$ cat config.mk
export PLATFORM = sky130hd
export DESIGN_NAME = spcr_isqrt
export DESIGN_NICKNAME = d
export VERILOG_FILES = /design/src/sv/spcr_pkg.sv /design/src/sv/spcr_isqrt.sv
export SDC_FILE = /design/constraint.sdc
export NUM_CORES = 2
export LEC_CHECK = 0
export BUFFER_PORTS_ARGS = -buffer_cell sky130_fd_sc_hd__buf_2
export CORE_MARGIN = 8
export CORE_UTILIZATION = 40
export CTS_CLUSTER_SIZE = 28
export DETAILED_ROUTE_END_ITERATION = 12
export PLACE_DENSITY = 0.65
export SLEW_MARGIN = 20
export SYNTH_ARGS = -nofsm -noshare
export SYNTH_HDL_FRONTEND = slang
export SYNTH_SLANG_ARGS = --single-unit
$ cat constraint.sdc
create_clock -name clk_i -period 6 [get_ports clk_i]
set_clock_uncertainty 0.1 [all_clocks]
set_input_delay 0.3 -clock clk_i [delete_from_list [all_inputs] [get_ports clk_i]]
set_output_delay 0.3 -clock clk_i [all_outputs]
set_load 0.03 [all_outputs]
$ cat src/sv/spcr_pkg.sv
package spcr_pkg;

  localparam int FIELD_W    = 24;
  localparam int DIFF_W     = FIELD_W + 1;
  localparam int RADIUS_W   = 20;
  localparam int COEFF_W    = 17;
  localparam int CFG_DATA_W = 20;
  localparam int CFG_IDX_W  = 2;

  localparam logic [RADIUS_W-1:0] RADIUS_RST      = 20'd13107;
  localparam logic [COEFF_W-1:0]  RESTITUTION_RST = 17'd62259;
  localparam logic [COEFF_W-1:0]  CORRECTION_RST  = 17'd13107;

  typedef enum logic [CFG_IDX_W-1:0] {
    CFG_RADIUS      = 2'd0,
    CFG_RESTITUTION = 2'd1,
    CFG_CORRECTION  = 2'd2
  } cfg_idx_e;

  typedef logic [2:0][FIELD_W-1:0] vec3_t;
  typedef logic [2:0][DIFF_W-1:0]  dvec_t;

  typedef struct packed {
    vec3_t p1;
    vec3_t v1;
    vec3_t p2;
    vec3_t v2;
  } pair_t;

  typedef struct packed {
    logic  collided;
    vec3_t pos;
    vec3_t vel;
  } res_t;

endpackage

$ cat src/sv/spcr_isqrt.sv
module spcr_isqrt
  import spcr_pkg::*;
#(
  parameter int RW = 50,
  parameter int SW = 1
) (
  input  logic              clk_i,
  input  logic              rst_ni,
  input  logic              en_i,
  input  logic              valid_i,
  input  logic [RW-1:0]     rad_i,
  input  logic [SW-1:0]     side_i,
  output logic              valid_o,
  output logic [RW/2-1:0]   root_o,
  output logic [SW-1:0]     side_o
);

  localparam int N = RW / 2;

  wire [N:0]             vld_w;
  wire [N:0][RW-1:0]     rem_w;
  wire [N:0][RW-1:0]     res_w;
  wire [N:0][SW-1:0]     side_w;

  assign vld_w[0]  = valid_i;
  assign rem_w[0]  = rad_i;
  assign res_w[0]  = '0;
  assign side_w[0] = side_i;

  for (genvar k = 0; k < N; k++) begin : g_step
    localparam int B = RW - 2 - 2 * k;
    logic [RW-1:0] trial;
    logic [RW-1:0] rem_d, res_d, rem_q, res_q;
    logic          vld_q;
    logic [SW-1:0] side_q;

    always_comb begin
      trial = res_w[k] + (RW'(1) << B);
      if (rem_w[k] >= trial) begin
        rem_d = rem_w[k] - trial;
        res_d = (res_w[k] >> 1) + (RW'(1) << B);
      end else begin
        rem_d = rem_w[k];
        res_d = res_w[k] >> 1;
      end
    end

    always_ff @(posedge clk_i or negedge rst_ni) begin
      if (!rst_ni) begin
        vld_q <= 1'b0;
      end else if (en_i) begin
        vld_q <= vld_w[k];
      end
    end

    always_ff @(posedge clk_i) begin
      if (en_i) begin
        rem_q  <= rem_d;
        res_q  <= res_d;
        side_q <= side_w[k];
      end
    end

    assign vld_w[k+1]  = vld_q;
    assign rem_w[k+1]  = rem_q;
    assign res_w[k+1]  = res_q;
    assign side_w[k+1] = side_q;
  end

  assign valid_o = vld_w[N];
  assign root_o  = res_w[N][N-1:0];
  assign side_o  = side_w[N];

endmodule

==> metrics.cfg <==
[outcome]
status=completed

[worst_setup_path]
crit_path_start=g_step[9].res_q[38]
crit_fanout=9
r2r-start=g_step[9].res_q[38]
worst_setup_path_start_kind=flop
r2r_cells=10
required_ps=6400
setup.worst_path.end_class=flop
worstSetupPathType=reg -> reg
cp_data_arrival_time_ps=4870

[synthesis]
synth_top_cells_by_count=edfxtp_1 (1550), inv_1 (444), ha_1 (346), nor2_1 (345), a21oi_1 (332)
syn-cell-area_um2=75000
netlist_top_cells_area=edfxtp_1 (62%), ha_1 (5.8%), xor2_1 (3.1%)
synth_cells=5864
async_flop_share_pct=1.59
synthesis.nets=6265
syn_avg_cell_area_um2=12.8
synth_area_leader_cell=edfxtp_1
synth_cell_type_count=89
synthDominantCellAreaShare_pct=62.0
synth_edf_count=1550
synth_top_flop_cell=edfxtp_1
yosysMostFrequentCell=edfxtp_1
ys.warnings.count=0
ys_ff_latch=1575
ys_seq_area_share_pct=62.9

[placed_design]
place_congestion=0.971
place_hpwl_mm=117
place_inst=8356
post_dp_cell_area_um2=78500
io_buffers=81
place_ws_ps=1510

[clock_tree]
cts.sinks=1575
cts_tree=yes
cts-root-buf=clkbuf_16
clk_latency_ps=800
cts_resized=0
path_clk_slew_ps=60
clockBufferDepth=3
h-tree-depth=4
cts_buffers=167

[sta]
finalWorstSetupSlack_ps=1540
slew_headroom_pct=19.4
tns_ps=0
holdWs_ps=11.0
slew_viol_final=0
period_share_pct=74.4
hold_viol_final=0
worst_slew_pin_slew_ps=1200
rsz0062_at_grt=false
fin_crit_ps=4460
setup_viol=0
max_freq_mhz=224

[power]
power.density_nw_per_um2=367
vdd_drop_max_mv=0.260
p_total_mw=31.1
p_leak_nw=31.5

[floorplan]
die_area_um2=202000
fp-row-count=159
core_um2=187000
ios=82
die-height_um=449
fp.dieW_um=449
initial_core_util_pct=40.1

[final_layout]
post-route-cell-area_um2=84800
antenna_cells=0
final_cells=8722
utilization_pct=45.3
nets=6490
area_growth_pct=13.0
final_layout_size_suffix_gt1_share_pct=8.14

[min_path]
hp-class=in -> async

[grt]
grt_pass1_vias=46725
grt_max_degree=209
antenna_found_initial=0
grt_pass1_wl_mm=250
track_usage_pct=15.2
grt_overflow=0

[detailed_routing]
firstDrtPassIters=5
drc=0
post_drt_wl_per_cell_um=18.2
drt-initial-drc-count=2973
via_count=46069
via_per_inst=5.28
wl_mm=159
ant_nets=0

[job]
maxCapViolations=0

-- worst max-delay path, stage by stage, from the launching register on --
cell and delay [ps]:
edfxtp_1 380, inv_1 60, ha_1 460, nand4_1 210, or4b_2 700, nor4_1 780
or4_1 280, inv_1 50, a311oi_1 510, or3b_2 510, xnor2_1 160
-- layout by cell type (no fill, tap or decap), drive strengths merged, types with 26 or more instances in the layout --
cell type,synthesis,final
edfxtp,1550,1550
inv,444,453
ha,346,346
nor2,345,345
a21oi,332,332
nand2,320,320
xor2,263,263
o21ai,259,259
xnor2,257,257
nor4,221,221
clkbuf,96,207
nor3,171,171
buf,25,121
a21o,111,111
nand4,96,96
nand3,91,91
mux2,80,80
o21a,75,75
or3,74,74
nand2b,67,67
clkinv,1,65
nor2b,56,56
dlygate4sd3,0,56
or4,48,48
o31ai,40,40
a211oi,38,38
nor4b,35,35
nand4b,26,26
-- timing repair --
action,in CTS,in global routing
endpoints found under the setup margin,0,0
endpoints found under the hold margin,84,0
hold buffers,57,0
setup buffers,0,0
-- where the power goes --
group	switching [mW]	total (mW)	internal, mW	leakage [nW]
combinational	3.32	5.72	2.41	13.5
clock	4.32	10.4	6.12	2.73
sequential	1.03	14.9	13.9	15.2
total	8.67	31.1	22.4	31.5
-- flip-flops by register name (all words and copies together), names as in the netlist --
register and count:
side_o 1, g_step.rem_q 1200, g_step.side_q 24, valid_o 1, g_step.vld_q 24, g_step.res_q 325
-- cells by family (layout without fill, tap and decap cells) --
| kind of cell | Yosys count | count (layout) | synth area share (%) |
|---|---|---|---|
| mux | 95 | 95 | 1.43 |
| simple gates | 1691 | 1691 | 12.0 |
| buf+inv | 566 | 929 | 2.90 |
| compound gates | 1071 | 1071 | 8.97 |
| flops | 1575 | 1575 | 62.9 |
| fa+ha+maj | 346 | 346 | 5.77 |
| xor+xnor | 520 | 520 | 6.07 |
-- final timing paths --
check	end	slack (ps)
setup / recovery	g_step[10].rem_q[46]	1540
hold / removal	g_step[21].vld_q	10
setup reg to reg	g_step[10].rem_q[46]	1540
hold reg to reg	g_step[6].side_q	300
max in group asynchronous	g_step[8].vld_q	5420
min in group clk_i	g_step[0].rem_q[0]	80
-- final cells by class --
type / instances / area (um2)
sequential: 1575 / 47200
inverter: 445 / 1670
clock inverter: 100 / 1270
timing repair buffer: 177 / 1370
multi-input combinational: 3723 / 25800
fill: 16600 / 102000
clock buffer: 207 / 4410
tap: 2495 / 3120
-- metal layers --
| layer | vias to the layer above | part of all wire (%) | global-route usage (%) |
|---|---|---|---|
| met2 | 1067 | 54 | 29.2 |
| met1 | 22077 | 37 | 15.9 |
| li1 | 22541 | - | - |
| met4 | 0 | 5.1 | 7.49 |
| met5 | - | 0 | 0 |
| met3 | 384 | 3.6 | 2.37 |
(Power assumes the default switching activity.)
