==> config.mk <==
export PLATFORM = sky130hd
export DESIGN_NAME = spcr_div
export DESIGN_NICKNAME = d
export VERILOG_FILES = /design/src/sv/spcr_pkg.sv /design/src/sv/spcr_div.sv
export SDC_FILE = /design/constraint.sdc
export NUM_CORES = 2
export LEC_CHECK = 0
export BUFFER_PORTS_ARGS = -buffer_cell sky130_fd_sc_hd__buf_2
export CORE_MARGIN = 2
export CORE_UTILIZATION = 50
export DETAILED_ROUTE_END_ITERATION = 8
export PLACE_DENSITY = 0.67
export SYNTH_ARGS = -nofsm -noshare
export SYNTH_HDL_FRONTEND = slang
export SYNTH_SLANG_ARGS = --single-unit
==> constraint.sdc <==
create_clock -name clk_i -period 10.6 [get_ports clk_i]
set_clock_uncertainty 0.15 [all_clocks]
set_input_delay 1.06 -clock clk_i [delete_from_list [all_inputs] [get_ports clk_i]]
set_output_delay 1.06 -clock clk_i [all_outputs]
set_load 0.02 [all_outputs]
==> src/sv/spcr_pkg.sv <==
package spcr_pkg;

  localparam int FIELD_W    = 24;
  localparam int DIFF_W     = FIELD_W + 1;
  localparam int RADIUS_W   = 20;
  localparam int COEFF_W    = 17;
  localparam int CFG_DATA_W = 20;
  localparam int CFG_IDX_W  = 2;

  localparam logic [RADIUS_W-1:0] RADIUS_RST      = 20'd13107;
  localparam logic [COEFF_W-1:0]  RESTITUTION_RST = 17'd62259;
  localparam logic [COEFF_W-1:0]  CORRECTION_RST  = 17'd13107;

  typedef enum logic [CFG_IDX_W-1:0] {
    CFG_RADIUS      = 2'd0,
    CFG_RESTITUTION = 2'd1,
    CFG_CORRECTION  = 2'd2
  } cfg_idx_e;

  typedef logic [2:0][FIELD_W-1:0] vec3_t;
  typedef logic [2:0][DIFF_W-1:0]  dvec_t;

  typedef struct packed {
    vec3_t p1;
    vec3_t v1;
    vec3_t p2;
    vec3_t v2;
  } pair_t;

  typedef struct packed {
    logic  collided;
    vec3_t pos;
    vec3_t vel;
  } res_t;

endpackage

==> src/sv/spcr_div.sv <==
module spcr_div
  import spcr_pkg::*;
#(
  parameter int NW    = 50,
  parameter int DW    = 25,
  parameter int QW    = 27,
  parameter int LANES = 1,
  parameter int SW    = 1
) (
  input  logic                       clk_i,
  input  logic                       rst_ni,
  input  logic                       en_i,
  input  logic                       valid_i,
  input  logic [LANES-1:0][NW-1:0]   num_i,
  input  logic [DW-1:0]              den_i,
  input  logic [SW-1:0]              side_i,
  output logic                       valid_o,
  output logic [LANES-1:0][QW-1:0]   quo_o,
  output logic [DW-1:0]              den_o,
  output logic [SW-1:0]              side_o
);

  localparam int CW = (NW > DW + QW) ? NW : DW + QW;

  wire [QW:0]                       vld_w;
  wire [QW:0][LANES-1:0][CW-1:0]    rem_w;
  wire [QW:0][LANES-1:0][QW-1:0]    quo_w;
  wire [QW:0][DW-1:0]               den_w;
  wire [QW:0][SW-1:0]               side_w;

  assign vld_w[0]  = valid_i;
  assign den_w[0]  = den_i;
  assign side_w[0] = side_i;

  for (genvar l = 0; l < LANES; l++) begin : g_lane_in
    assign rem_w[0][l] = CW'(num_i[l]);
    assign quo_w[0][l] = '0;
  end

  for (genvar k = 0; k < QW; k++) begin : g_step
    localparam int J = QW - 1 - k;
    logic [CW-1:0]                 trial;
    logic [LANES-1:0][CW-1:0]      rem_d, rem_q;
    logic [LANES-1:0][QW-1:0]      quo_d, quo_q;
    logic [DW-1:0]                 den_q;
    logic                          vld_q;
    logic [SW-1:0]                 side_q;

    always_comb begin
      trial = CW'(den_w[k]) << J;
      for (int l = 0; l < LANES; l++) begin
        if (rem_w[k][l] >= trial) begin
          rem_d[l] = rem_w[k][l] - trial;
          quo_d[l] = quo_w[k][l] | (QW'(1) << J);
        end else begin
          rem_d[l] = rem_w[k][l];
          quo_d[l] = quo_w[k][l];
        end
      end
    end

    always_ff @(posedge clk_i or negedge rst_ni) begin
      if (!rst_ni) begin
        vld_q <= 1'b0;
      end else if (en_i) begin
        vld_q <= vld_w[k];
      end
    end

    always_ff @(posedge clk_i) begin
      if (en_i) begin
        rem_q  <= rem_d;
        quo_q  <= quo_d;
        den_q  <= den_w[k];
        side_q <= side_w[k];
      end
    end

    assign vld_w[k+1]  = vld_q;
    assign rem_w[k+1]  = rem_q;
    assign quo_w[k+1]  = quo_q;
    assign den_w[k+1]  = den_q;
    assign side_w[k+1] = side_q;
  end

  assign valid_o = vld_w[QW];
  assign quo_o   = quo_w[QW];
  assign den_o   = den_w[QW];
  assign side_o  = side_w[QW];

endmodule

==> impl_metrics.yaml <==
place:
  gp_congestion: 0.9893
  place_inst: 13778
  port_buffers: 133
  hpwl_mm: 216.1
power:
  powerDensity_nw_per_um2: 262.9
  finalPower_mw: 36.35
  ir_drop_mv: 0.2142
  p_leak_nw: 52.57
yosys:
  synth_area_leaders: "edfxtp_1 59%, ha_1 6.8%, xnor2_1 3.2%"
  synthCells: 10466
  synth_top_area_cell: "edfxtp_1"
  synth_top_area_frac: 0.5857
  ys_seq_elements: 2459
  synth-edff-count: 2432
  yosys_warnings: 0
  synth_cell_type_count: 97
  async_reset_ff_frac: 0.01098
  synth-main-ff-cell: "edfxtp_1"
  syn_area_per_cell_sq_um: 11.91
  synth.net_count: 11246
  syn_area_sq_um: 124700
  synth-seq-area-share: 0.5911
die:
  rows: 183
  start_util: 0.5024
  pin_count: 134
  dieArea_sq_um: 253400
  die_y_um: 503.4
  die_w_um: 503.4
  coreArea_sq_um: 248200
final_layout:
  final_cell_mix: "2432 x edfxtp_1, 868 x inv_1, 828 x nand2_1"
  syn_to_final_growth_pct: 10.89
  drive_above_1_share: 0.07435
  final_nets: 11515
  final_cell_count_no_fill: 14278
  layout_commonest_cell: "edfxtp_1"
sta:
  fmax_mhz: 204.9
  worst_pin_slew_ns: 1.198
  slew_headroom: 0.2017
  rsz0062_at_grt: "false"
  finalSetupTns_ns: 0
  whs_ns: 0.1713
  final.period_utilization: 0.4603
  post-route-min-period_ns: 4.879
  finalSetupViolCount: 0
  slew_viol_final: 0
  hold_viol_final: 0
flow_run:
  cap_violations: 0
global_routing:
  overflow: 0
  track_usage: 0.2262
  grt_pass1_wl_mm: 451.9
  grt_pass1_vias: 82777
  grt_antenna_before_repair: 5
  grt_max_degree: 192
drt:
  drtAntennaViolNets: 0
  drc: 0
  wirelength_mm: 290.0
  vias_per_cell: 5.723
  drt-wirelength-per-cell_um: 20.31
  via_count: 81707
  drt_iter0_drc: 6247
  dr.pass1.iters: 6
worst_setup_path:
  crit_path_end_kind: "register"
  cp-start-kind: "register"
  required_ns: 11.11
  worstSetupPathType: "register to register"
  path_max_fanout: 42
  crit_arrival_ns: 5.39
  ff2ff_path_depth: 12
cts:
  cts_buffer_depth: 4
  h-tree-depth: 5
  cts_tree: "yes"
  clkTransAtPathRegs_ns: 0.07
  cts_setup_buffers: 0
  cts.repair.resized: 0
  numClockSinks: 2459
  cts-root-buf: "clkbuf_16"
  clk_latency_ns: 0.98
  numCtsBuffers: 284
  holdBufCountCts: 1
worst_hold_path:
  min_path_type: "input pin to register"
  holdPathStages: 1
status:
  outcome: "complete, no violations"
==> flip-flops by register name, summed over array words and instances (netlist names) <==
name           count
g_step.quo_q     351
side_o             1
den_o             25
quo_o             27
g_step.vld_q      26
g_step.rem_q    1352
g_step.side_q     26
g_step.den_q     650
valid_o            1
==> critical path, stage by stage (launching register included) <==
cell	delay, ns
edfxtp_1	0.41
ha_1	0.23
fa_1	0.43
nor2b_1	0.14
o21a_1	0.13
o21ai_0	0.21
a2111oi_0	0.90
o21ai_0	0.42
nand2_1	0.24
o21ai_0	0.12
nand3b_1	0.36
buf_4	0.46
mux2_2	0.40
==> cell usage after synthesis (14+ instances only) <==
master        n
dfrtp_1      27
or2_2        48
edfxtp_1   2432
o21bai_1     81
buf_2        14
a21boi_0     26
or3_1        70
nor4_1      186
mux2_2      122
o211ai_1     36
a2111oi_0    24
a221oi_1     18
nand3b_1     39
nand2_1     828
o31a_1       23
nand3_1     170
nand2b_1    130
o21a_1       97
xor2_1      400
a211oi_1     64
buf_1        14
inv_1       868
o21ai_0     645
xnor2_1     460
and3_1       43
clkbuf_1    186
nor2b_1      97
nor3_1      230
ha_1        674
a21o_1      312
nor2_1      650
nor3b_1      22
a31oi_1      55
o41ai_1      21
a21oi_1     705
a211o_1      32
nand4_1     128
nand4b_1     28
or4_1        64
fa_1         26
and2_1       40
and4_1       24
nor4b_1      31
o31ai_1      76
==> per-stage QoR <==
stage               setup slack (ns)  utilization  area (sq um)
finish                         5.721       0.5570        138300
global route                   5.399       0.5570        138300
CTS                            5.808       0.5569        138200
detailed placement             5.579       0.5215        129400
global placement               5.541       0.5215        129400
floorplan                      6.561            -        124700
==> where the power goes <==
group / switching, mW / internal [mW]
clock: 3.78 / 5.54
sequential: 1.29 / 13.4
combinational: 7.25 / 5.13
total: 12.3 / 24.0
==> cell families after synthesis <==
logic type / Yosys count / synth area share
AND/OR/NAND/NOR: 2859 / 0.1137
buffers and inverters: 1092 / 0.03317
adder cells (fa/ha/maj): 700 / 0.07181
AO/OA/AOI/OAI: 2370 / 0.1184
multiplexers: 126 / 0.01134
flip-flops: 2459 / 0.5911
XOR/XNOR: 860 / 0.06041
==> final cells by class <==
class	instances	area [sq um]
fillers	20365	109900
well taps	3330	4167
multi-input cells	6915	46980
repair buffers	203	1321
clock buffers	342	7462
inverters	872	3273
clock inverters	144	1324
flip-flops and latches	2459	73710
diodes	13	32.53
==> metal layers <==
metal  track usage  wire [um]  vias to the layer above
met4        0.1170      14900                        4
li1              -          -                    39297
met5             0         34                        -
met3       0.03105      11920                      710
met2        0.4209     153100                     2051
met1        0.2498     110100                    39645
==> final timing paths <==
kind / from / to / slack (ns)
max: g_step[5].den_q[0] / g_step[6].rem_q[30] / 5.72
min: den_i[12] / g_step[0].den_q[12] / 0.17
max reg2reg: g_step[5].den_q[0] / g_step[6].rem_q[30] / 5.72
min reg2reg: g_step[19].quo_q[16] / g_step[20].quo_q[16] / 0.22
max in group asynchronous: rst_ni / g_step[9].vld_q / 9.40
min in group asynchronous: rst_ni / valid_o / 0.47
(Power assumes the default switching activity.)
